==> src/hdl/msce_pkg.sv <==
// ----------------------------------------------------------------------------
// msce_pkg - shared types for the multi-axis step count engine
// Command codes, sequencer states and the request and response records of the
// shared arithmetic unit.
// ----------------------------------------------------------------------------
package msce_pkg;

  // Fixed field widths of the command and result words.
  localparam int MASK_W   = 32;
  localparam int AMOUNT_W = 32;
  localparam int ID_W     = 8;
  localparam int COUNT_W  = 31;
  localparam int MODE_W   = 3;

  // Saturated step count for the most negative amount.
  localparam logic [COUNT_W-1:0] COUNT_MAX = {COUNT_W{1'b1}};

  typedef enum logic [MODE_W-1:0] {
    MODE_MOVE     = 3'd0,
    MODE_STOP_ONE = 3'd1,
    MODE_STOP_ALL = 3'd2,
    MODE_TICK     = 3'd3,
    MODE_QUERY    = 3'd4
  } mode_t;

  typedef enum logic [2:0] {
    S_IDLE,
    S_DECODE,
    S_MOVE,
    S_TICK,
    S_QUERY,
    S_RESP
  } state_t;

  typedef enum logic {
    ALU_NEG,
    ALU_DEC
  } alu_op_t;

  typedef struct packed {
    alu_op_t               op;
    logic [AMOUNT_W-1:0]   operand;
  } alu_req_t;

  typedef struct packed {
    logic [AMOUNT_W-1:0]   diff;
    logic                  diff_zero;
    logic                  operand_nonzero;
  } alu_rsp_t;

endpackage

==> src/hdl/msce_ram.sv <==
// ----------------------------------------------------------------------------
// msce_ram - generic simple dual-port RAM
// One write port and one read port, with the read data registered.
// ----------------------------------------------------------------------------
module msce_ram #(
  parameter int WIDTH = 31,
  parameter int DEPTH = 32
) (
  input  logic                                   clk,
  input  logic                                   we,
  input  logic [(DEPTH > 1 ? $clog2(DEPTH) : 1)-1:0] waddr,
  input  logic [WIDTH-1:0]                       wdata,
  input  logic [(DEPTH > 1 ? $clog2(DEPTH) : 1)-1:0] raddr,
  output logic [WIDTH-1:0]                       rdata
);

  logic [WIDTH-1:0] mem [DEPTH];

  always_ff @(posedge clk) begin
    if (we) begin
      mem[waddr] <= wdata;
    end
    rdata <= mem[raddr];
  end

endmodule

==> src/hdl/msce_alu.sv <==
// ----------------------------------------------------------------------------
// msce_alu - shared subtractor of the step count engine
// Negates a step amount when a move is decoded and decrements one counter per
// cycle during a tick sweep.
// ----------------------------------------------------------------------------
module msce_alu (
  input  msce_pkg::alu_req_t req,
  output msce_pkg::alu_rsp_t rsp
);

  logic [msce_pkg::AMOUNT_W-1:0] lhs;
  logic [msce_pkg::AMOUNT_W-1:0] rhs;

  always_comb begin
    if (req.op == msce_pkg::ALU_NEG) begin
      lhs = '0;
      rhs = req.operand;
    end else begin
      lhs = req.operand;
      rhs = msce_pkg::AMOUNT_W'(1);
    end
    rsp.diff            = lhs - rhs;
    rsp.diff_zero       = (rsp.diff == '0);
    rsp.operand_nonzero = (req.operand != '0);
  end

endmodule

==> src/hdl/multi_axis_step_count_engine_core.sv <==
// ----------------------------------------------------------------------------
// multi_axis_step_count_engine_core - step counters for motors on one pulse
// Command in, one status word out per command, with a small sequencer that
// walks the counter RAM through a single shared subtractor.
// ----------------------------------------------------------------------------
// The block takes one command word at a time and holds s_tready low during
// reset and until the command has been handed to the output register. The
// word is accepted in the idle state and decoded in the decode state, and the
// result is loaded in the response state. A move sweeps the counter RAM once,
// stepping one motor per cycle and writing those in the mask. A step tick
// reads, decrements and writes back one counter per cycle through the shared
// subtractor. Because the RAM read is registered, the last counter is handled
// in the cycle after its address. A query adds a state for the RAM read. Stop
// one, stop all, a query with a bad index, a move that is rejected or carries
// no steps, and the unused codes go straight from decode to the result.
// Reset needs no clearing pass: a valid bit per motor marks counters that
// have been written since reset or since they were last stopped, and a
// counter without it reads as zero. If the previous result has not been taken
// the block waits with its new result until the output register is free.
// ----------------------------------------------------------------------------
module multi_axis_step_count_engine_core #(
  parameter int MOTOR_COUNT = 32
) (
  input  logic         clk,
  input  logic         rst,
  // Command words.
  input  logic         s_tvalid,
  output logic         s_tready,
  // tdata, lowest bit up: motor_mask[31:0], step_amount[63:32],
  // direction[64], motor_index[72:65], zero fill[79:73].
  input  logic [79:0]  s_tdata,
  // tuser: mode[2:0].
  input  logic [2:0]   s_tuser,
  // Result words.
  output logic         m_tvalid,
  input  logic         m_tready,
  // tdata, lowest bit up: active_mask[31:0], direction_mask[63:32],
  // pulse_running[64], finished_mask[96:65], remaining_steps[127:97].
  output logic [127:0] m_tdata,
  // tuser: status[0].
  output logic [0:0]   m_tuser
);

  localparam int IDX_W = (MOTOR_COUNT > 1) ? $clog2(MOTOR_COUNT) : 1;
  localparam int CNT_W = IDX_W + 1;
  localparam logic [msce_pkg::MASK_W-1:0] VALID_MOTORS =
    msce_pkg::MASK_W'((64'd1 << MOTOR_COUNT) - 64'd1);
  localparam logic [IDX_W-1:0] LAST_IDX = IDX_W'(MOTOR_COUNT - 1);

  msce_pkg::state_t state;
  msce_pkg::state_t state_next;

  // Captured command.
  msce_pkg::mode_t                 mode;
  logic [msce_pkg::MASK_W-1:0]     mask;
  logic [msce_pkg::AMOUNT_W-1:0]   amount;
  logic                            dir;
  logic [msce_pkg::ID_W-1:0]       id;
  logic [msce_pkg::COUNT_W-1:0]    mag;

  // Motor state kept in flip-flops.
  logic [msce_pkg::MASK_W-1:0]     running;
  logic [msce_pkg::MASK_W-1:0]     dirs;
  logic [MOTOR_COUNT-1:0]          valid;

  // Result being built.
  logic                            status;
  logic [msce_pkg::MASK_W-1:0]     finished;
  logic [msce_pkg::COUNT_W-1:0]    remaining;

  // Sweep control.
  logic [CNT_W-1:0]                idx;
  logic [IDX_W-1:0]                pidx;
  logic                            rd_pend;

  logic [IDX_W-1:0]                idx_lo;
  logic [IDX_W-1:0]                id_lo;
  logic                            id_bad;
  logic                            out_free;
  logic                            sweep_done;

  // RAM and subtractor connections.
  logic                            ram_we;
  logic [IDX_W-1:0]                ram_waddr;
  logic [msce_pkg::COUNT_W-1:0]    ram_wdata;
  logic [IDX_W-1:0]                ram_raddr;
  logic [msce_pkg::COUNT_W-1:0]    ram_rdata;
  msce_pkg::alu_req_t              alu_req;
  msce_pkg::alu_rsp_t              alu_rsp;

  logic [msce_pkg::COUNT_W-1:0]    cur_count;
  logic [msce_pkg::COUNT_W-1:0]    neg_mag;
  logic                            do_dec;

  assign idx_lo     = idx[IDX_W-1:0];
  assign id_lo      = id[IDX_W-1:0];
  assign id_bad     = (id >= msce_pkg::ID_W'(MOTOR_COUNT));
  assign out_free   = !m_tvalid || m_tready;
  assign sweep_done = (idx == CNT_W'(MOTOR_COUNT));
  assign s_tready   = (state == msce_pkg::S_IDLE) && !rst;

  msce_ram #(
    .WIDTH (msce_pkg::COUNT_W),
    .DEPTH (MOTOR_COUNT)
  ) u_counts (
    .clk   (clk),
    .we    (ram_we),
    .waddr (ram_waddr),
    .wdata (ram_wdata),
    .raddr (ram_raddr),
    .rdata (ram_rdata)
  );

  msce_alu u_alu (
    .req (alu_req),
    .rsp (alu_rsp)
  );

  // The counter seen during a tick is zero unless it has been written.
  assign cur_count = valid[pidx] ? ram_rdata : '0;
  // A positive amount is its own magnitude; a negative one is negated by the
  // subtractor, and a magnitude of two to the thirty-first does not fit and
  // saturates.
  assign neg_mag   = !amount[msce_pkg::AMOUNT_W-1] ? amount[msce_pkg::COUNT_W-1:0]
                   : alu_rsp.diff[msce_pkg::AMOUNT_W-1] ? msce_pkg::COUNT_MAX
                   : alu_rsp.diff[msce_pkg::COUNT_W-1:0];
  // A running motor whose count is already zero is left alone.
  assign do_dec    = rd_pend && running[pidx] && alu_rsp.operand_nonzero;

  // Next state.
  always_comb begin
    state_next = state;
    unique case (state)
      msce_pkg::S_IDLE: begin
        if (s_tvalid) begin
          state_next = msce_pkg::S_DECODE;
        end
      end
      msce_pkg::S_DECODE: begin
        unique case (mode)
          msce_pkg::MODE_MOVE: begin
            if (mask != '0 && neg_mag != '0) begin
              state_next = msce_pkg::S_MOVE;
            end else begin
              state_next = msce_pkg::S_RESP;
            end
          end
          msce_pkg::MODE_TICK: state_next = msce_pkg::S_TICK;
          msce_pkg::MODE_QUERY: begin
            state_next = id_bad ? msce_pkg::S_RESP : msce_pkg::S_QUERY;
          end
          default: state_next = msce_pkg::S_RESP;
        endcase
      end
      msce_pkg::S_MOVE: begin
        if (idx_lo == LAST_IDX) begin
          state_next = msce_pkg::S_RESP;
        end
      end
      msce_pkg::S_TICK: begin
        if (sweep_done) begin
          state_next = msce_pkg::S_RESP;
        end
      end
      msce_pkg::S_QUERY: state_next = msce_pkg::S_RESP;
      msce_pkg::S_RESP: begin
        if (out_free) begin
          state_next = msce_pkg::S_IDLE;
        end
      end
      default: state_next = msce_pkg::S_IDLE;
    endcase
  end

  // RAM and subtractor control.
  always_comb begin
    ram_we          = 1'b0;
    ram_waddr       = pidx;
    ram_wdata       = alu_rsp.diff[msce_pkg::COUNT_W-1:0];
    ram_raddr       = idx_lo;
    alu_req.op      = msce_pkg::ALU_DEC;
    alu_req.operand = {1'b0, cur_count};
    unique case (state)
      msce_pkg::S_DECODE: begin
        alu_req.op      = msce_pkg::ALU_NEG;
        alu_req.operand = amount;
        ram_raddr       = id_lo;
      end
      msce_pkg::S_MOVE: begin
        ram_we    = mask[idx_lo];
        ram_waddr = idx_lo;
        ram_wdata = mag;
      end
      msce_pkg::S_TICK: begin
        ram_we = do_dec;
      end
      default: begin
      end
    endcase
  end

  // Control registers.
  always_ff @(posedge clk) begin
    if (rst) begin
      state    <= msce_pkg::S_IDLE;
      running  <= '0;
      dirs     <= '0;
      valid    <= '0;
      m_tvalid <= 1'b0;
      rd_pend  <= 1'b0;
    end else begin
      state <= state_next;
      // A new result word is loaded as soon as the output register is free.
      if (state == msce_pkg::S_RESP && out_free) begin
        m_tvalid <= 1'b1;
      end else if (m_tready) begin
        m_tvalid <= 1'b0;
      end
      unique case (state)
        msce_pkg::S_DECODE: begin
          unique case (mode)
            msce_pkg::MODE_MOVE: begin
              if (mask != '0 && neg_mag != '0) begin
                running <= running | (mask & VALID_MOTORS);
                if (dir) begin
                  dirs <= dirs | (mask & VALID_MOTORS);
                end else begin
                  dirs <= dirs & ~(mask & VALID_MOTORS);
                end
              end
            end
            msce_pkg::MODE_STOP_ONE: begin
              if (!id_bad) begin
                valid[id_lo]   <= 1'b0;
                running[id_lo] <= 1'b0;
              end
            end
            msce_pkg::MODE_STOP_ALL: begin
              valid   <= '0;
              running <= '0;
            end
            default: begin
            end
          endcase
          rd_pend <= 1'b0;
        end
        msce_pkg::S_MOVE: begin
          if (mask[idx_lo]) begin
            valid[idx_lo] <= 1'b1;
          end
        end
        msce_pkg::S_TICK: begin
          rd_pend <= !sweep_done;
          if (do_dec && alu_rsp.diff_zero) begin
            running[pidx] <= 1'b0;
          end
        end
        default: begin
        end
      endcase
    end
  end

  // Payload registers.
  always_ff @(posedge clk) begin
    unique case (state)
      msce_pkg::S_IDLE: begin
        if (s_tvalid) begin
          mode      <= msce_pkg::mode_t'(s_tuser);
          mask      <= s_tdata[31:0];
          amount    <= s_tdata[63:32];
          dir       <= s_tdata[64];
          id        <= s_tdata[72:65];
          status    <= 1'b0;
          finished  <= '0;
          remaining <= '0;
        end
      end
      msce_pkg::S_DECODE: begin
        mag <= neg_mag;
        idx <= '0;
        if (mode == msce_pkg::MODE_MOVE && mask == '0) begin
          status <= 1'b1;
        end
        if ((mode == msce_pkg::MODE_STOP_ONE || mode == msce_pkg::MODE_QUERY) && id_bad) begin
          status <= 1'b1;
        end
      end
      msce_pkg::S_MOVE: begin
        idx <= idx + CNT_W'(1);
      end
      msce_pkg::S_TICK: begin
        if (!sweep_done) begin
          idx  <= idx + CNT_W'(1);
          pidx <= idx_lo;
        end
        if (do_dec && alu_rsp.diff_zero) begin
          finished[pidx] <= 1'b1;
        end
      end
      msce_pkg::S_QUERY: begin
        remaining <= valid[id_lo] ? ram_rdata : '0;
      end
      msce_pkg::S_RESP: begin
        if (out_free) begin
          m_tdata <= {remaining, finished, (running != '0), dirs, running};
          m_tuser <= status;
        end
      end
      default: begin
      end
    endcase
  end

endmodule
==> config.mk <==
export PLATFORM = sky130hd
export DESIGN_NAME = multi_axis_step_count_engine_core
export DESIGN_NICKNAME = d
export VERILOG_FILES = /design/src/hdl/msce_pkg.sv /design/src/hdl/msce_ram.sv /design/src/hdl/msce_alu.sv /design/src/hdl/multi_axis_step_count_engine_core.sv
export SDC_FILE = /design/constraint.sdc
export NUM_CORES = 2
export LEC_CHECK = 0
export BUFFER_PORTS_ARGS = -buffer_cell sky130_fd_sc_hd__buf_4
export CORE_MARGIN = 4
export CORE_UTILIZATION = 54
export CTS_CLUSTER_SIZE = 25
export DETAILED_ROUTE_END_ITERATION = 10
export GPL_TIMING_DRIVEN = 0
export HOLD_SLACK_MARGIN = 0.06
export PLACE_DENSITY = 0.75
export SETUP_SLACK_MARGIN = 0.2
export SKIP_CTS_REPAIR_TIMING = 1
export SLEW_MARGIN = 20
export SYNTH_ARGS = -nofsm -noshare
export SYNTH_HDL_FRONTEND = slang
export SYNTH_SLANG_ARGS = --single-unit
export TNS_END_PERCENT = 100
==> constraint.sdc <==
create_clock -name clk -period 9.95 [get_ports clk]
set_clock_uncertainty 0.1 [all_clocks]
set_input_delay 0.995 -clock clk [delete_from_list [all_inputs] [get_ports clk]]
set_output_delay 0.995 -clock clk [all_outputs]
set_load 0.05 [all_outputs]
== Yosys cells after proc, flatten, opt, wreduce, memory -nomap -nowiden ==
Memories as Yosys holds them, arrays and structs flattened. A register that Yosys moved wholly into a read port is not among the register bits.
Cells that the tools add are included.

* Bits in registers: 412
* Bits in latches: 0
* Bits in writable memories: 992
* ROM bits: 0
* Input port bits: 87
* Output and inout bits: 131
* Word-level logic and storage cells: 165
* Memories: 1

{| class="wikitable"
|+ Memories
! name !! words !! width !! rd ports !! clocked after memory_dff !! wr ports !! line !! text
|-
| u_counts.mem || 32 || 31 || 1 || 1 || 1 || msce_ram.sv:17 || <nowiki>logic [WIDTH-1:0] mem [DEPTH];</nowiki>
|}

* Add/sub/neg operators: 2
* Multipliers: 0
* Div/mod/pow operators: 0
* $lt $le $gt $ge: 7
* Equal/unequal tests: 23
* Shift-type cells: 0
* Muxes and demuxes: 59
* Bitwise gates (word level): 12
* Reduce and logical (&&, ||, !) cells: 42

{| class="wikitable"
|+ Operator list
! kind !! count
|-
| $mux 32 || 10
|-
| $pmux 32 s2 || 4
|-
| $mux 31 || 6
|-
| $and 32x32->32 || 4
|-
| $or 32x32->32 || 4
|-
| $not 32->32 || 3
|-
| $pmux 32 s3 || 1
|-
| $reduce_bool 32->1 || 3
|-
| $logic_not 32->1 || 2
|-
| $pmux 31 s2 || 1
|-
| $mux 33 || 1
|-
| $sub 32x32->32 || 1
|-
| $reduce_bool 31->1 || 1
|-
| $bmux 1 s5 || 4
|-
| $lt 5x6->1 const B || 3
|-
| $pmux 3 s6 || 1
|-
| $pmux 6 s3 || 1
|-
| $demux 1 s5 || 3
|-
| $ge 5x1->1 const B || 3
|-
| $mux 1 || 15
|-
| $mux 3 || 5
|-
| $ne 2x2->1 const B || 7
|-
| $eq 3x2->1 const B || 4
|-
| $reduce_bool 2->1 || 6
|-
| other kinds (23) || 52
|}

== Longest topological paths before layout ==
* Depth after elaboration: 13
* Depth in mapped cells: 19
* Depth with buffers taken out: 14

== By module ==
From an unflattened synthesis, not the netlist that was laid out.

* Cells, all modules: 3893
* Area, all modules: 58738.8 um2

{| class="wikitable"
|+ By module, submodules not included
! module !! instances !! cells each !! area an instance (um2) !! seq. area each (um2)
|-
| msce_ram || 1 || 2192 || 39163.8 || 30409.2
|-
| multi_axis_step_count_engine_core || 1 || 1513 || 18237.5 || 11360.9
|-
| msce_alu || 1 || 188 || 1337.5 || 0.0
|}

== Least setup slack after synthesis ==
No wires, ideal clock.

* Kind: in2reg
* Start point: input m_tready
* End point: register m_tdata[0], enable pin
* Library setup time: 619 ps
* Arrival time: 6425 ps
* Data required time: 9231 ps
* Path slack: 2806 ps
* Stages: 2
* Path buffers: 0
* Cell sequence: nor2b_1 -> nor2_1

* Word-level cells in the longest chain between the ends: 2

{| class="wikitable"
|+ Ends and longest elaborated chain
! item !! line !! text
|-
| start: declaration || multi_axis_step_count_engine_core.sv:36 || <nowiki>input logic m_tready,</nowiki>
|-
| $logic_or 1x1->1 || multi_axis_step_count_engine_core.sv:98 || <nowiki>assign out_free = !m_tvalid || m_tready;</nowiki>
|-
| $reduce_and 2->1 (no line) || - ||
|-
| end signal: assignment || multi_axis_step_count_engine_core.sv:306 || <nowiki>m_tdata <= {remaining, finished, (running != '0), dirs, running};</nowiki>
|-
| end: declaration || multi_axis_step_count_engine_core.sv:39 || <nowiki>output logic [127:0] m_tdata,</nowiki>
|}

Every way passes these cells.
A chain may end at the register's enable or synchronous reset.

== Final worst setup path ==
* Start point: register pidx[1]
* End point: register running[26] in the netlist's numbering

* Word-level cells in the longest chain between the ends: 12
* Elaborated cells on any way between the ends: 30
* Classes of those cells: 1 x add/sub; 2 x order compare; 2 x eq/ne; 14 x mux; 2 x bitwise; 9 x reduce/logical

{| class="wikitable"
|+ Ends and longest elaborated chain
! item !! line !! text
|-
| start: declaration || multi_axis_step_count_engine_core.sv:73 || <nowiki>logic [IDX_W-1:0] pidx;</nowiki>
|-
| start signal: assignment || multi_axis_step_count_engine_core.sv:295 || <nowiki>pidx <= idx_lo;</nowiki>
|-
| $bmux 1 s5 || multi_axis_step_count_engine_core.sv:120 || <nowiki>assign cur_count = valid[pidx] ? ram_rdata : '0;</nowiki>
|-
| $mux 1 (not written as such) || multi_axis_step_count_engine_core.sv:120 ||
|-
| $mux 31 || multi_axis_step_count_engine_core.sv:120 ||
|-
| $mux 33 || multi_axis_step_count_engine_core.sv:183 || <nowiki>unique case (state)</nowiki>
|-
| $mux 32 || msce_alu.sv:15 || <nowiki>if (req.op == msce_pkg::ALU_NEG) begin</nowiki>
|-
| $sub 32x32->32 || msce_alu.sv:22 || <nowiki>rsp.diff = lhs - rhs;</nowiki>
|-
| $mux 31 || multi_axis_step_count_engine_core.sv:125 || <nowiki>: alu_rsp.diff[msce_pkg::AMOUNT_W-1] ? msce_pkg::COUNT_MAX</nowiki>
|-
| $mux 31 || multi_axis_step_count_engine_core.sv:124 || <nowiki>assign neg_mag = !amount[msce_pkg::AMOUNT_W-1] ? amount[msce_pkg::COUNT_W-1:0]</nowiki>
|-
| $reduce_bool 31->1 || multi_axis_step_count_engine_core.sv:223 || <nowiki>if (mask != '0 && neg_mag != '0) begin</nowiki>
|-
| $logic_and 1x1->1 || multi_axis_step_count_engine_core.sv:223 ||
|-
| $ne 3x3->1 (no line) || - ||
|-
| $reduce_and 5->1 (no line) || - ||
|-
| end signal: assignment || multi_axis_step_count_engine_core.sv:224 || <nowiki>running <= running | (mask & VALID_MOTORS);</nowiki>
|-
| end: declaration || multi_axis_step_count_engine_core.sv:62 || <nowiki>logic [msce_pkg::MASK_W-1:0] running;</nowiki>
|}

Parallel ways exist; a longest one is shown, timed or not. The select of a mux whose other input is x is not followed.

==> summary.md <==
| Metric | Value |
|---|---|
| Slew at the pin with the worst max-slew slack | approximately 1200 ps |
| Share of synthesized cell area in and, or, nand and nor gates | 0.0986 |
| Number of buffers created by CTS | 143 |
| Critical Path RT | approximately 11000 ps |
| RSZ-0062 raised after global routing | no |
| Fraction of synthesized cell area taken by the top area cell type | 0.660 |
| Total power consumption of the routed design | 22500 uW |
| Post-synthesis instance total | 3826 |
| Register-to-register setup slack | 3130 ps |
| Part of the Yosys area used for sequential elements | 0.705 |
| Worst-case vdd ir drop | 0.268 mV |
| Drt via density | 6.66 |
| Capture instance of the worst register-to-register path | running[26] |
| Remaining global-route overflow | 0 |
| Launch instance of the worst register-to-register path | pidx[1] |
| Flop and latch count out of synthesis | 1435 |
| Number of vias after detailed routing | between 30000 and 40000 |
| Per-cell routed wire length | around 31 um |
| Final HPWL DP | 122 mm |
| Path class of the lowest-slack min-delay path | input port to register |
| Count of input and output buffers | between 200 and 250 |
| Synthesized Nets | a little under 4000 |
| Number of warning messages in the yosys log | 0 |
| Leakage | 0.0230 uW |
| Floorplan die height | 339 um |
| Detail Route Antenna Nets | 0 |
| Synth area leaders | sky130_fd_sc_hd__edfxtp_1, sky130_fd_sc_hd__mux4_2, sky130_fd_sc_hd__dfxtp_1 |
| Number of antenna violations at the first check in global routing | 7 |
| Final setup violation count | 0 |
| Most frequently used flop master after synthesis | sky130_fd_sc_hd__edfxtp_1 |
| Clock latency reported for the late side of the worst-skew pair | 780 ps |
| Maximum buffer depth of the clock tree | 3 |
| Number of DRC markers in iteration 0 | roughly 6100 |
| Clock root buffer | sky130_fd_sc_hd__clkbuf_16 |
| Highest clock rate | 147 MHz |
| Data arrival time of the critical path | 7430 ps |
| Result of the run | finished, final reports clean |
| Launch point of the worst path | pidx[1] |
| I/O pin total | 218 |
| H-tree depth reported by CTS | 4 |
| Capturing instance or port of the critical path | running[26] |
| Share of synthesized area spent on multiplexers | 0.114 |
| Combinational family with the most area after synthesis | multiplexers |
| DRC violation count after routing | 0 |
| Clk sinks | 1435 |
| Critical path class | register to register |
| Share of flip-flops with an asynchronous set or reset | 0 |
| Via count of the first global-routing pass | 37369 |
| Placeable core region | 0.109 mm2 |
| Top cell types by occurrence after synthesis | sky130_fd_sc_hd__edfxtp_1, sky130_fd_sc_hd__nand2_1, sky130_fd_sc_hd__nor2_1 |
| Fin nets | 4336 |
| Die Wd | between 300 and 400 um |
| Worst rel slew slack | 0.174 |
| Fraction of final layout cells sized beyond drive strength 1 | 0.220 |
| Final core utilization | 0.637 |
| CP Capture Type | register |
| Wire length of the first global-routing pass | about 260 mm |
| Xor and xnor area share after synthesis | 0.00384 |
| Power density normalized to cell area | 325 mW/mm2 |
| Num rows | 121 |
| Max Transition Viols Final | 0 |
| Total Routed Length | 180 mm |
| Global routing usage summed across all routing layers | 0.310 |
| Number of unique standard cell types used by synthesis | 89 |
| Number of enable-type register cells in the synthesized netlist | 1303 |
| Maximum fanout along the worst path | 10 |
| Cell count after placement | 5513 |
| Routability-driven placement congestion ratio | 0.967 |
| CTS tree | done |
| Synthesized-area fraction occupied by adder cells | 0.00106 |
| Layout area overhead | 17.0% |
| Netlist area before placement | 0.0593 mm2 |
| Number of violations of the max-capacitance limit | 0 |
| Complex-gate fraction of the synthesized area | 0.0580 |
| Final Hold Viols | 0 |
| Most repeated cell in the gate-level netlist after synthesis | sky130_fd_sc_hd__edfxtp_1 |
| Final worst path period share | 0.685 |
| Post-layout instance count excluding filler cells | approximately 5800 |
| Die Footprint | 0.115 mm2 |
| First drt pass iteration count | 9 |
| Leading area contributor after synthesis | sky130_fd_sc_hd__edfxtp_1 |
| Average cell area after synthesis | approximately 15 um2 |
| Clock-pin slew on the worst setup and hold paths | 70 ps |
| Register-to-Register Path Depth | 17 |
| Pin count of the biggest net entering global routing | 45 |
| Startpoint type of the worst setup path | register |
| Setup TNS | 0 ps |
| Minimum clock period after layout | 6820 ps |
| Initial cell density of the core | 0.545 |
==> where the power goes <==
part           leakage [uW]  switching [uW]  internal, uW
clock network       0.00227            2320          3060
registers            0.0128             409          8010
logic               0.00789            5980          2770
==> cell families (layout without fill, tap and decap cells) <==
| logic type | Yosys count | count (layout) |
|---|---|---|
| buf+inv | 273 | 802 |
| simple gates | 1242 | 1242 |
| other cells | 0 | 2 |
| mux | 327 | 327 |
| xor+xnor | 26 | 26 |
| flops | 1435 | 1435 |
| fa+ha+maj | 5 | 5 |
| compound gates | 518 | 518 |
==> placed cells by master (no fill, tap or decap), drive strengths merged, types with 7 or more instances in the layout <==
cell type | synthesis | routed
nand4 | 12 | 12
mux2i | 46 | 46
buf | 85 | 358
nor2b | 7 | 7
o22a | 15 | 15
xor2 | 10 | 10
nor4 | 43 | 43
dfxtp | 132 | 132
o22ai | 14 | 14
clkbuf | 161 | 340
a21oi | 109 | 109
nor2 | 301 | 301
or2 | 14 | 14
nor3 | 55 | 55
a32oi | 9 | 9
nor3b | 10 | 10
clkinv | 0 | 51
o211ai | 9 | 9
nand2 | 397 | 397
a22oi | 74 | 74
and3 | 25 | 25
o31ai | 7 | 7
nand3 | 218 | 218
nand2b | 44 | 44
a211oi | 8 | 8
inv | 24 | 34
o21ai | 156 | 156
nand3b | 8 | 8
or4 | 13 | 13
a221o | 33 | 33
or3 | 21 | 21
bufinv | 0 | 11
o31a | 7 | 7
mux4 | 277 | 277
xnor2 | 16 | 16
edfxtp | 1303 | 1303
and2 | 47 | 47
a31o | 7 | 7
a31oi | 19 | 19
==> cell type report <==
type | instances | area (um2)
inverters | 24 | 92.6
plain buffers | 249 | 1100
flip-flops and latches | 1435 | 41800
fillers | 7398 | 39500
well taps | 1414 | 1770
multi-input cells | 2118 | 16900
diodes | 2 | 5.00
repair buffers | 273 | 3090
clock buffers | 179 | 3870
clock inverters | 77 | 776
==> worst max-delay path, stage by stage, from the launching register on <==
cell and delay, ps:
sky130_fd_sc_hd__edfxtp_1 400, sky130_fd_sc_hd__buf_2 320, sky130_fd_sc_hd__buf_2 410, sky130_fd_sc_hd__mux2i_1 130, sky130_fd_sc_hd__o22ai_1 290, sky130_fd_sc_hd__o21a_1 330, sky130_fd_sc_hd__nor3_1 190, sky130_fd_sc_hd__buf_2 270
sky130_fd_sc_hd__buf_1 380, sky130_fd_sc_hd__o31ai_1 1070, sky130_fd_sc_hd__nand2_1 400, sky130_fd_sc_hd__a2111oi_0 720, sky130_fd_sc_hd__nand2_1 140, sky130_fd_sc_hd__o22ai_2 430, sky130_fd_sc_hd__a21oi_2 170, sky130_fd_sc_hd__a31oi_2 440
sky130_fd_sc_hd__buf_2 340, sky130_fd_sc_hd__a221o_1 210
==> state kept, by name, summed over array words and instances (netlist names), 32 cells and up, named ones only <==
| register | flops |
|---|---|
| mask | 32 |
| u_counts.mem | 992 |
| valid | 32 |
| amount | 32 |
| running | 32 |
| m_tdata | 128 |
| finished | 32 |
==> worst min path at each step <==
stage / end / cells after the start / slack [ps] / startpoint
after CTS: amount[24] / 1 / 260 / s_tdata[56]
after global routing: amount[6] / 1 / 270 / s_tdata[38]
after global placement: m_tuser / 0 / 300 / status
final: amount[24] / 1 / 290 / s_tdata[56]
after detailed placement: m_tdata[104] / 0 / 310 / remaining[7]
after floorplan: m_tdata[100] / 0 / 300 / remaining[3]
==> metrics by stage <==
step	setup WS, ps	hold slack [ps]	cell area [um2]
after global routing	3010	270	69400
after detailed placement	3350	305	64700
after floorplan	2810	300	59300
final	3130	287	69400
after CTS	3360	259	69400
after global placement	468	301	62600
==> metal layers <==
layer	GRT usage	wire length [um]	up-vias
met1	0.421	65600	19168
met4	0.157	10700	2
met2	0.473	82300	2909
li1	-	-	15840
met5	0	23	-
met3	0.0750	21500	490
Power figures use the tool's default switching activity.
